File: config.mk
export PLATFORM = sky130hd
export DESIGN_NAME = hsv_rgb_color_converter
export DESIGN_NICKNAME = d
export VERILOG_FILES = /design/src/rtl/core/hrc_pkg.sv /design/src/rtl/core/hrc_div.sv /design/src/rtl/core/hrc_rgb2hsv.sv /design/src/rtl/core/hrc_hsv2rgb.sv /design/src/rtl/core/hsv_rgb_color_converter.sv
export SDC_FILE = /design/constraint.sdc
export NUM_CORES = 2
export LEC_CHECK = 0
export BUFFER_PORTS_ARGS = -buffer_cell sky130_fd_sc_hd__buf_2
export CAP_MARGIN = 20
export CORE_MARGIN = 2
export CORE_UTILIZATION = 30
export DETAILED_ROUTE_END_ITERATION = 7
export HOLD_SLACK_MARGIN = 0.05
export PLACE_DENSITY = 0.41
export SYNTH_ARGS = -nofsm -noshare
export SYNTH_HDL_FRONTEND = slang
export SYNTH_HIERARCHICAL = 1
export SYNTH_SLANG_ARGS = --single-unit
File: constraint.sdc
create_clock -name clk -period 31.3 [get_ports clk]
set_input_delay 6.26 -clock clk [delete_from_list [all_inputs] [get_ports clk]]
set_output_delay 6.26 -clock clk [all_outputs]
set_load 0.05 [all_outputs]
File: src/rtl/core/hrc_pkg.sv
package hrc_pkg;

    // Command codes
    localparam logic CMD_HSV2RGB = 1'b0;
    localparam logic CMD_RGB2HSV = 1'b1;

    // Hue scale: 1/64 degree units
    localparam logic [14:0] TURN      = 15'd23040;
    localparam logic [11:0] SECTOR    = 12'd3840;
    localparam logic [14:0] HUE_GREEN = 15'd7680;
    localparam logic [14:0] HUE_BLUE  = 15'd15360;

    // Register stages from accept to result
    localparam int PIPE_DEPTH = 9;

    // Divider: two quotient bits per stage
    localparam int DIV_STAGES = 6;
    localparam int QUO_W      = 2 * DIV_STAGES;

    // Input word
    typedef struct packed {
        logic        command;
        logic [14:0] hue_in;
        logic [7:0]  sat_in;
        logic [7:0]  val_in;
        logic [7:0]  red_in;
        logic [7:0]  green_in;
        logic [7:0]  blue_in;
    } hrc_in_t;

    // Result word
    typedef struct packed {
        logic [7:0]  red_out;
        logic [7:0]  green_out;
        logic [7:0]  blue_out;
        logic [14:0] hue_out;
        logic [7:0]  sat_out;
        logic [7:0]  val_out;
    } hrc_out_t;

endpackage

File: src/rtl/core/hrc_div.sv
module hrc_div
    import hrc_pkg::*;
(
    input  logic              clk,
    input  logic              en,
    input  logic [19:0]       num,
    input  logic [7:0]        den,
    output logic [QUO_W-1:0]  quo
);

    typedef struct packed {
        logic [7:0]       rem;
        logic [QUO_W-1:0] low;
        logic [QUO_W-1:0] quo;
        logic [7:0]       den;
    } div_stage_t;

    div_stage_t st_reg  [DIV_STAGES];
    div_stage_t st_next [DIV_STAGES];

    // One restoring step: {new remainder, quotient bit}
    function automatic logic [8:0] div_step(input logic [7:0] rem, input logic nb,
                                            input logic [7:0] d);
        logic [8:0] t;
        logic [8:0] diff;
        t    = {rem, nb};
        diff = t - {1'b0, d};
        if (t >= {1'b0, d})
            return {diff[7:0], 1'b1};
        return {t[7:0], 1'b0};
    endfunction

    // Each stage retires two quotient bits; high numerator bits start as remainder
    always_comb
    begin
        div_stage_t prev;
        logic [8:0] a;
        logic [8:0] b;
        for (int i = 0; i < DIV_STAGES; i++)
        begin
            if (i == 0)
            begin
                prev.rem = num[19:QUO_W];
                prev.low = num[QUO_W-1:0];
                prev.quo = '0;
                prev.den = den;
            end
            else
            begin
                prev = st_reg[i-1];
            end
            a = div_step(prev.rem, prev.low[QUO_W-1], prev.den);
            b = div_step(a[8:1], prev.low[QUO_W-2], prev.den);
            st_next[i].rem = b[8:1];
            st_next[i].low = {prev.low[QUO_W-3:0], 2'b00};
            st_next[i].quo = {prev.quo[QUO_W-3:0], a[0], b[0]};
            st_next[i].den = prev.den;
        end
    end

    always_ff @(posedge clk)
    begin
        if (en)
        begin
            for (int i = 0; i < DIV_STAGES; i++)
                st_reg[i] <= st_next[i];
        end
    end

    assign quo = st_reg[DIV_STAGES-1].quo;

endmodule

File: src/rtl/core/hrc_rgb2hsv.sv
module hrc_rgb2hsv
    import hrc_pkg::*;
(
    input  logic        clk,
    input  logic        en,
    input  logic [7:0]  red,
    input  logic [7:0]  green,
    input  logic [7:0]  blue,
    output logic [14:0] hue,
    output logic [7:0]  sat,
    output logic [7:0]  val,
    output logic [7:0]  red_echo,
    output logic [7:0]  green_echo,
    output logic [7:0]  blue_echo
);

    localparam logic [1:0] BASE_RED   = 2'd0;
    localparam logic [1:0] BASE_GREEN = 2'd1;
    localparam logic [1:0] BASE_BLUE  = 2'd2;

    typedef struct packed {
        logic [7:0] r;
        logic [7:0] g;
        logic [7:0] b;
    } rgb_t;

    typedef struct packed {
        logic [7:0] diff;
        logic       neg;
        logic [1:0] base;
        logic [7:0] delta;
        logic [7:0] mx;
        rgb_t       echo;
    } s1_t;

    typedef struct packed {
        logic        neg;
        logic [1:0]  base;
        logic        delta_zero;
        logic        mx_zero;
        logic [7:0]  mx;
        rgb_t        echo;
    } side_t;

    typedef struct packed {
        logic [19:0] hnum;
        logic [15:0] snum;
        logic [7:0]  delta;
        side_t       side;
    } s2_t;

    typedef struct packed {
        logic [14:0] hue;
        logic [7:0]  sat;
        logic [7:0]  val;
        rgb_t        echo;
    } fin_t;

    s1_t   s1_reg, s1_next;
    s2_t   s2_reg, s2_next;
    side_t side_reg [DIV_STAGES];
    fin_t  fin_reg, fin_next;

    logic [QUO_W-1:0] hue_quo;
    logic [QUO_W-1:0] sat_quo;

    // Stage 1: max, min, dominant channel and signed difference
    always_comb
    begin
        logic [7:0] mx;
        logic [7:0] mn;
        logic [7:0] p;
        logic [7:0] q;
        mx = red;
        mn = red;
        if (green > mx) mx = green;
        if (blue > mx)  mx = blue;
        if (green < mn) mn = green;
        if (blue < mn)  mn = blue;
        if (red == mx)
        begin
            p = green; q = blue; s1_next.base = BASE_RED;
        end
        else if (green == mx)
        begin
            p = blue; q = red; s1_next.base = BASE_GREEN;
        end
        else
        begin
            p = red; q = green; s1_next.base = BASE_BLUE;
        end
        s1_next.neg   = (p < q);
        s1_next.diff  = (p >= q) ? (p - q) : (q - p);
        s1_next.delta = mx - mn;
        s1_next.mx    = mx;
        s1_next.echo  = '{r: red, g: green, b: blue};
    end

    // Stage 2: dividends 3840*diff and 255*delta by shift and subtract
    always_comb
    begin
        s2_next.hnum = {s1_reg.diff, 12'd0} - {4'd0, s1_reg.diff, 8'd0};
        s2_next.snum = {s1_reg.delta, 8'd0} - {8'd0, s1_reg.delta};
        s2_next.delta = s1_reg.delta;
        s2_next.side.neg        = s1_reg.neg;
        s2_next.side.base       = s1_reg.base;
        s2_next.side.delta_zero = (s1_reg.delta == 8'd0);
        s2_next.side.mx_zero    = (s1_reg.mx == 8'd0);
        s2_next.side.mx         = s1_reg.mx;
        s2_next.side.echo       = s1_reg.echo;
    end

    hrc_div u_hue_div (
        .clk (clk),
        .en  (en),
        .num (s2_reg.hnum),
        .den (s2_reg.delta),
        .quo (hue_quo)
    );

    hrc_div u_sat_div (
        .clk (clk),
        .en  (en),
        .num ({4'd0, s2_reg.snum}),
        .den (s2_reg.side.mx),
        .quo (sat_quo)
    );

    // Final: hue offset by sector base; a negative offset from red wraps around the turn
    always_comb
    begin
        side_t       sd;
        logic [14:0] q;
        logic [14:0] base;
        sd = side_reg[DIV_STAGES-1];
        q  = {3'd0, hue_quo};
        case (sd.base)
            BASE_RED:   base = 15'd0;
            BASE_GREEN: base = HUE_GREEN;
            BASE_BLUE:  base = HUE_BLUE;
            default:    base = 15'd0;
        endcase
        if (sd.delta_zero)
            fin_next.hue = 15'd0;
        else if (sd.neg && (q != 15'd0))
            fin_next.hue = (sd.base == BASE_RED) ? (TURN - q) : (base - q);
        else
            fin_next.hue = base + q;
        fin_next.sat  = sd.mx_zero ? 8'd0 : sat_quo[7:0];
        fin_next.val  = sd.mx;
        fin_next.echo = sd.echo;
    end

    always_ff @(posedge clk)
    begin
        if (en)
        begin
            s1_reg <= s1_next;
            s2_reg <= s2_next;
            side_reg[0] <= s2_reg.side;
            for (int i = 1; i < DIV_STAGES; i++)
                side_reg[i] <= side_reg[i-1];
            fin_reg <= fin_next;
        end
    end

    assign hue        = fin_reg.hue;
    assign sat        = fin_reg.sat;
    assign val        = fin_reg.val;
    assign red_echo   = fin_reg.echo.r;
    assign green_echo = fin_reg.echo.g;
    assign blue_echo  = fin_reg.echo.b;

endmodule

File: src/rtl/core/hrc_hsv2rgb.sv
module hrc_hsv2rgb
    import hrc_pkg::*;
(
    input  logic        clk,
    input  logic        en,
    input  logic [14:0] hue,
    input  logic [7:0]  sat,
    input  logic [7:0]  val,
    output logic [7:0]  red,
    output logic [7:0]  green,
    output logic [7:0]  blue,
    output logic [14:0] hue_echo,
    output logic [7:0]  sat_echo,
    output logic [7:0]  val_echo
);

    typedef struct packed {
        logic [14:0] h;
        logic [7:0]  s;
        logic [7:0]  v;
    } hsv_t;

    typedef struct packed {
        hsv_t        echo;
        logic [15:0] prod;
    } h1_t;

    typedef struct packed {
        hsv_t        echo;
        logic [7:0]  c;
        logic [2:0]  sector;
        logic [11:0] frac;
    } h2_t;

    typedef struct packed {
        hsv_t        echo;
        logic [7:0]  c;
        logic [7:0]  m;
        logic [2:0]  sector;
        logic [19:0] work;
    } hw_t;

    typedef struct packed {
        hsv_t        echo;
        logic [7:0]  c;
        logic [7:0]  m;
        logic [2:0]  sector;
        logic [11:0] n;
        logic [7:0]  q0;
    } h5_t;

    typedef struct packed {
        hsv_t        echo;
        logic [7:0]  c;
        logic [7:0]  m;
        logic [2:0]  sector;
        logic [7:0]  x;
    } h6_t;

    typedef struct packed {
        hsv_t        echo;
        logic [7:0]  r;
        logic [7:0]  g;
        logic [7:0]  b;
    } h7_t;

    h1_t h1_reg, h1_next;
    h2_t h2_reg, h2_next;
    hw_t h3_reg, h3_next;
    hw_t h4_reg, h4_next;
    h5_t h5_reg, h5_next;
    h6_t h6_reg, h6_next;
    h7_t h7_reg, h7_next;
    h7_t pad1_reg, pad2_reg;

    // Stage 1: wrap hue once, v*s
    always_comb
    begin
        h1_next.echo.h = (hue >= TURN) ? (hue - TURN) : hue;
        h1_next.echo.s = sat;
        h1_next.echo.v = val;
        h1_next.prod   = 16'(val) * 16'(sat);
    end

    // Stage 2: c = floor(v*s/255), sector and offset within sector
    always_comb
    begin
        logic [16:0] t;
        logic [14:0] h;
        logic [14:0] base;
        t = {1'b0, h1_reg.prod} + {9'd0, h1_reg.prod[15:8]} + 17'd1;
        h = h1_reg.echo.h;
        if (h >= 15'(5 * SECTOR))
            h2_next.sector = 3'd5;
        else if (h >= 15'(4 * SECTOR))
            h2_next.sector = 3'd4;
        else if (h >= 15'(3 * SECTOR))
            h2_next.sector = 3'd3;
        else if (h >= 15'(2 * SECTOR))
            h2_next.sector = 3'd2;
        else if (h >= 15'(SECTOR))
            h2_next.sector = 3'd1;
        else
            h2_next.sector = 3'd0;
        case (h2_next.sector)
            3'd1:    base = 15'(SECTOR);
            3'd2:    base = 15'(2 * SECTOR);
            3'd3:    base = 15'(3 * SECTOR);
            3'd4:    base = 15'(4 * SECTOR);
            3'd5:    base = 15'(5 * SECTOR);
            default: base = 15'd0;
        endcase
        h2_next.frac = 12'(h - base);
        h2_next.c    = t[15:8];
        h2_next.echo = h1_reg.echo;
    end

    // Stage 3: ramp direction by sector parity, m = v - c
    always_comb
    begin
        h3_next.echo   = h2_reg.echo;
        h3_next.c      = h2_reg.c;
        h3_next.m      = h2_reg.echo.v - h2_reg.c;
        h3_next.sector = h2_reg.sector;
        h3_next.work   = {8'd0, h2_reg.sector[0] ? (SECTOR - h2_reg.frac) : h2_reg.frac};
    end

    // Stage 4: c * ramp
    always_comb
    begin
        h4_next      = h3_reg;
        h4_next.work = 20'(h3_reg.c) * 20'(h3_reg.work[11:0]);
    end

    // Stage 5: /3840 = /256 then /15 by reciprocal (may be one low)
    always_comb
    begin
        logic [11:0] n;
        logic [23:0] k;
        n = h4_reg.work[19:8];
        k = 24'(n) * 24'd4369;
        h5_next.echo   = h4_reg.echo;
        h5_next.c      = h4_reg.c;
        h5_next.m      = h4_reg.m;
        h5_next.sector = h4_reg.sector;
        h5_next.n      = n;
        h5_next.q0     = k[23:16];
    end

    // Stage 6: correct the reciprocal quotient
    always_comb
    begin
        logic [11:0] rr;
        rr = h5_reg.n - {h5_reg.q0, 4'd0} + {4'd0, h5_reg.q0};
        h6_next.echo   = h5_reg.echo;
        h6_next.c      = h5_reg.c;
        h6_next.m      = h5_reg.m;
        h6_next.sector = h5_reg.sector;
        h6_next.x      = (rr >= 12'd15) ? (h5_reg.q0 + 8'd1) : h5_reg.q0;
    end

    // Stage 7: place c and x by sector, add m
    always_comb
    begin
        logic [7:0] r1;
        logic [7:0] g1;
        logic [7:0] b1;
        case (h6_reg.sector)
            3'd0:    begin r1 = h6_reg.c; g1 = h6_reg.x; b1 = 8'd0;     end
            3'd1:    begin r1 = h6_reg.x; g1 = h6_reg.c; b1 = 8'd0;     end
            3'd2:    begin r1 = 8'd0;     g1 = h6_reg.c; b1 = h6_reg.x; end
            3'd3:    begin r1 = 8'd0;     g1 = h6_reg.x; b1 = h6_reg.c; end
            3'd4:    begin r1 = h6_reg.x; g1 = 8'd0;     b1 = h6_reg.c; end
            default: begin r1 = h6_reg.c; g1 = 8'd0;     b1 = h6_reg.x; end
        endcase
        h7_next.echo = h6_reg.echo;
        h7_next.r    = r1 + h6_reg.m;
        h7_next.g    = g1 + h6_reg.m;
        h7_next.b    = b1 + h6_reg.m;
    end

    // Two pad stages match the RGB to HSV latency
    always_ff @(posedge clk)
    begin
        if (en)
        begin
            h1_reg   <= h1_next;
            h2_reg   <= h2_next;
            h3_reg   <= h3_next;
            h4_reg   <= h4_next;
            h5_reg   <= h5_next;
            h6_reg   <= h6_next;
            h7_reg   <= h7_next;
            pad1_reg <= h7_reg;
            pad2_reg <= pad1_reg;
        end
    end

    assign red      = pad2_reg.r;
    assign green    = pad2_reg.g;
    assign blue     = pad2_reg.b;
    assign hue_echo = pad2_reg.echo.h;
    assign sat_echo = pad2_reg.echo.s;
    assign val_echo = pad2_reg.echo.v;

endmodule

File: src/rtl/core/hsv_rgb_color_converter.sv
// HSV <-> RGB pixel converter, direction chosen per word by command.
// Registered stages from accept to result valid (RGB to HSV path: min/max,
// dividends, 6-stage two-bit-per-stage divider, hue/sat fixup; HSV path padded).
// Throughput: one word per cycle; a stall on the result holds the whole pipe.
// Reset clears the stage valid bits only; data registers are not reset.
module hsv_rgb_color_converter
    import hrc_pkg::*;
(
    input  logic     clk,
    input  logic     rst_n,
    input  logic     pixel_valid,
    output logic     pixel_stall,
    input  hrc_in_t  pixel,
    output logic     result_valid,
    input  logic     result_stall,
    output hrc_out_t result
);

    logic [PIPE_DEPTH-1:0] valid_reg, valid_next;
    logic [PIPE_DEPTH-1:0] cmd_reg, cmd_next;
    logic                  en;

    logic [7:0]  h2r_red, h2r_green, h2r_blue;
    logic [14:0] h2r_hue;
    logic [7:0]  h2r_sat, h2r_val;
    logic [14:0] r2h_hue;
    logic [7:0]  r2h_sat, r2h_val;
    logic [7:0]  r2h_red, r2h_green, r2h_blue;

    // Pipe advances unless the last stage holds a stalled word
    assign en          = !valid_reg[PIPE_DEPTH-1] || !result_stall;
    assign pixel_stall = !en;

    assign valid_next = {valid_reg[PIPE_DEPTH-2:0], pixel_valid};
    assign cmd_next   = {cmd_reg[PIPE_DEPTH-2:0], pixel.command};

    always_ff @(posedge clk or negedge rst_n)
    begin
        if (!rst_n)
            valid_reg <= '0;
        else if (en)
            valid_reg <= valid_next;
    end

    always_ff @(posedge clk)
    begin
        if (en)
            cmd_reg <= cmd_next;
    end

    hrc_hsv2rgb u_hsv2rgb (
        .clk      (clk),
        .en       (en),
        .hue      (pixel.hue_in),
        .sat      (pixel.sat_in),
        .val      (pixel.val_in),
        .red      (h2r_red),
        .green    (h2r_green),
        .blue     (h2r_blue),
        .hue_echo (h2r_hue),
        .sat_echo (h2r_sat),
        .val_echo (h2r_val)
    );

    hrc_rgb2hsv u_rgb2hsv (
        .clk        (clk),
        .en         (en),
        .red        (pixel.red_in),
        .green      (pixel.green_in),
        .blue       (pixel.blue_in),
        .hue        (r2h_hue),
        .sat        (r2h_sat),
        .val        (r2h_val),
        .red_echo   (r2h_red),
        .green_echo (r2h_green),
        .blue_echo  (r2h_blue)
    );

    // Result select by the command that traveled with the word
    always_comb
    begin
        if (cmd_reg[PIPE_DEPTH-1] == CMD_RGB2HSV)
        begin
            result.red_out   = r2h_red;
            result.green_out = r2h_green;
            result.blue_out  = r2h_blue;
            result.hue_out   = r2h_hue;
            result.sat_out   = r2h_sat;
            result.val_out   = r2h_val;
        end
        else
        begin
            result.red_out   = h2r_red;
            result.green_out = h2r_green;
            result.blue_out  = h2r_blue;
            result.hue_out   = h2r_hue;
            result.sat_out   = h2r_sat;
            result.val_out   = h2r_val;
        end
    end

    assign result_valid = valid_reg[PIPE_DEPTH-1];

endmodule
==> results.cfg <==
[drt]
vias = 33200
wl_per_cell_um = 17.4
wirelength_um = 128000
first_pass_iters = 5
drt_iter0_markers = 1978
ant_nets = 0
via_per_inst = 4.50
route.detailed.drc = 0

[finish]
nNetsFinal = 5215
drive_gt1_share_pct = 13.3
largest_register_ffs = 222
area_growth_pct = 14.2

[placed_design]
portBuffers = 116
place_congestion = 0.807
hpwl_um = 92000

[timing]
max_freq_ghz = 0.0734
rsz0062_at_grt = no
slew_violations = 0
fin_worst_skew_ns = 0.0376
worst_pin_slew_ns = 1.07
timing.hold.ws_ns = 0.392
setup_tns_ns = 0
hold_viol_final = 0
finalSetupViolCount = 0
fin_crit_sh_pct = 43.5
relSlewSlack_pct = 28.6
min_period_ns = 13.63

[clocking]
cts_num_sinks = 1209
cts_tree = yes
clk_pin_slew_worst_paths_ns = 0.06
clkLatencyLatePin_ns = 0.79
htreeDepth = 4
clk_path_buf_depth = 3
postCtsHoldBufs = 0
cts_root_buf = clkbuf_16
cts_resized = 0
cts_setup_buffers = 0
cts_made_buffers = 143

[floorplan]
core_um2 = 202000
die_x_um = 454
dieHeight_um = 454
die_area_um2 = 206000
start_util_pct = 30.1
fp-row-count = 165
ioPinCount = 117

[setup_path]
crit_path_start_kind = primary input
worstPathRequired_ns = 25.04
end_kind = output port
crit_type = in2out
path_max_fanout = 50
crit_arrival_ns = 7.37

[global_route]
grt_usage_pct = 12.4
grt_max_degree = 161
grt_pass1_wl_um = 200000
grt_overflow = 0
antenna_found_initial = 3
grt_pass1_vias = 34200

[run]
maxCapViolCount = 0

[synth]
syn-cell-area_um2 = 60900
postSynthCellCount = 4352
yosysWarningCount = 6
syn_area_per_cell_um2 = 14.0

[status]
status = completed

[worst_hold_path]
hp-class = reg2reg
area by class of cell:
class                   count  area [µm²]
inverters                 465        1750
clock buffers             157        3630
fillers                 19700      132000
diodes                      2        5.00
flip-flops and latches   1209       36300
repair buffers            139         766
clock inverters           102        1160
well taps                2672        3340
multi-input cells        2635       22600
path summary, 6_finish.rpt:
check | cells past startpoint | start | slack, ns | endpoint
setup / recovery | 4 | result_stall | 17.67 | pixel_stall
hold / removal | 0 | u_rgb2hsv/u_hue_div/st_reg[1][27] | 0.39 | u_rgb2hsv/u_hue_div/st_reg[2][29]
setup reg to reg | 7 | valid_reg[8] | 25.23 | u_rgb2hsv/s1_reg[30]
hold reg to reg | 0 | u_rgb2hsv/u_hue_div/st_reg[1][27] | 0.39 | u_rgb2hsv/u_hue_div/st_reg[2][29]
max in group asynchronous | 1 | rst_n | 25.78 | valid_reg[3]
min in group asynchronous | 1 | rst_n | 5.34 | valid_reg[5]
routing by layer:
layer / up-vias / global-route usage [%] / share of wire (%)
met1: 16300 / 16.6 / 47
met4: 0 / 3.71 / 2.1
met2: 360 / 20.6 / 48
met5: - / 0 / 0
met3: 165 / 2.14 / 3.0
li1: 16500 / - / -
placed cells by master, fill, tap and decap left out, types with 24 or more instances in the layout:
cell type  count
nand3_1       37
clkinv_1      31
a31oi_1       25
buf_2        116
inv_1        463
a211oi_1      30
mux2i_1       64
clkbuf_16    143
nor2b_1       53
xnor2_1      168
o21bai_1      35
mux2_2       142
and2_1       143
a21oi_1      229
nand2_1      180
clkinv_2      24
ha_1         425
fa_1         137
nand4_1       36
o21a_1        40
o21ai_0      133
a21o_1        65
nor3_1        60
mux2_4        61
nor2_1       171
nand2b_1      34
xor2_1        59
edfxtp_1    1200
through the flow:
stage               utilization, %  instances  area [µm²]  setup slack [ns]
floorplan                        -       4366       60900              8.32
finish                        34.4       7381       69500             17.67
detailed placement            32.0       7119       64700             16.97
global route                  34.4       7380       69500             17.18
CTS                           34.4       7378       69500             17.60
global placement              32.0       7119       64700             17.03
worst max-delay path: stages:
cell and delay (ns):
buf_2 0.11, nand2_4 0.55, inv_1 0.12, buf_2 0.25
Power is not shown: default switching activity piles up to over one toggle a cycle in this logic, so the estimate is an artifact.
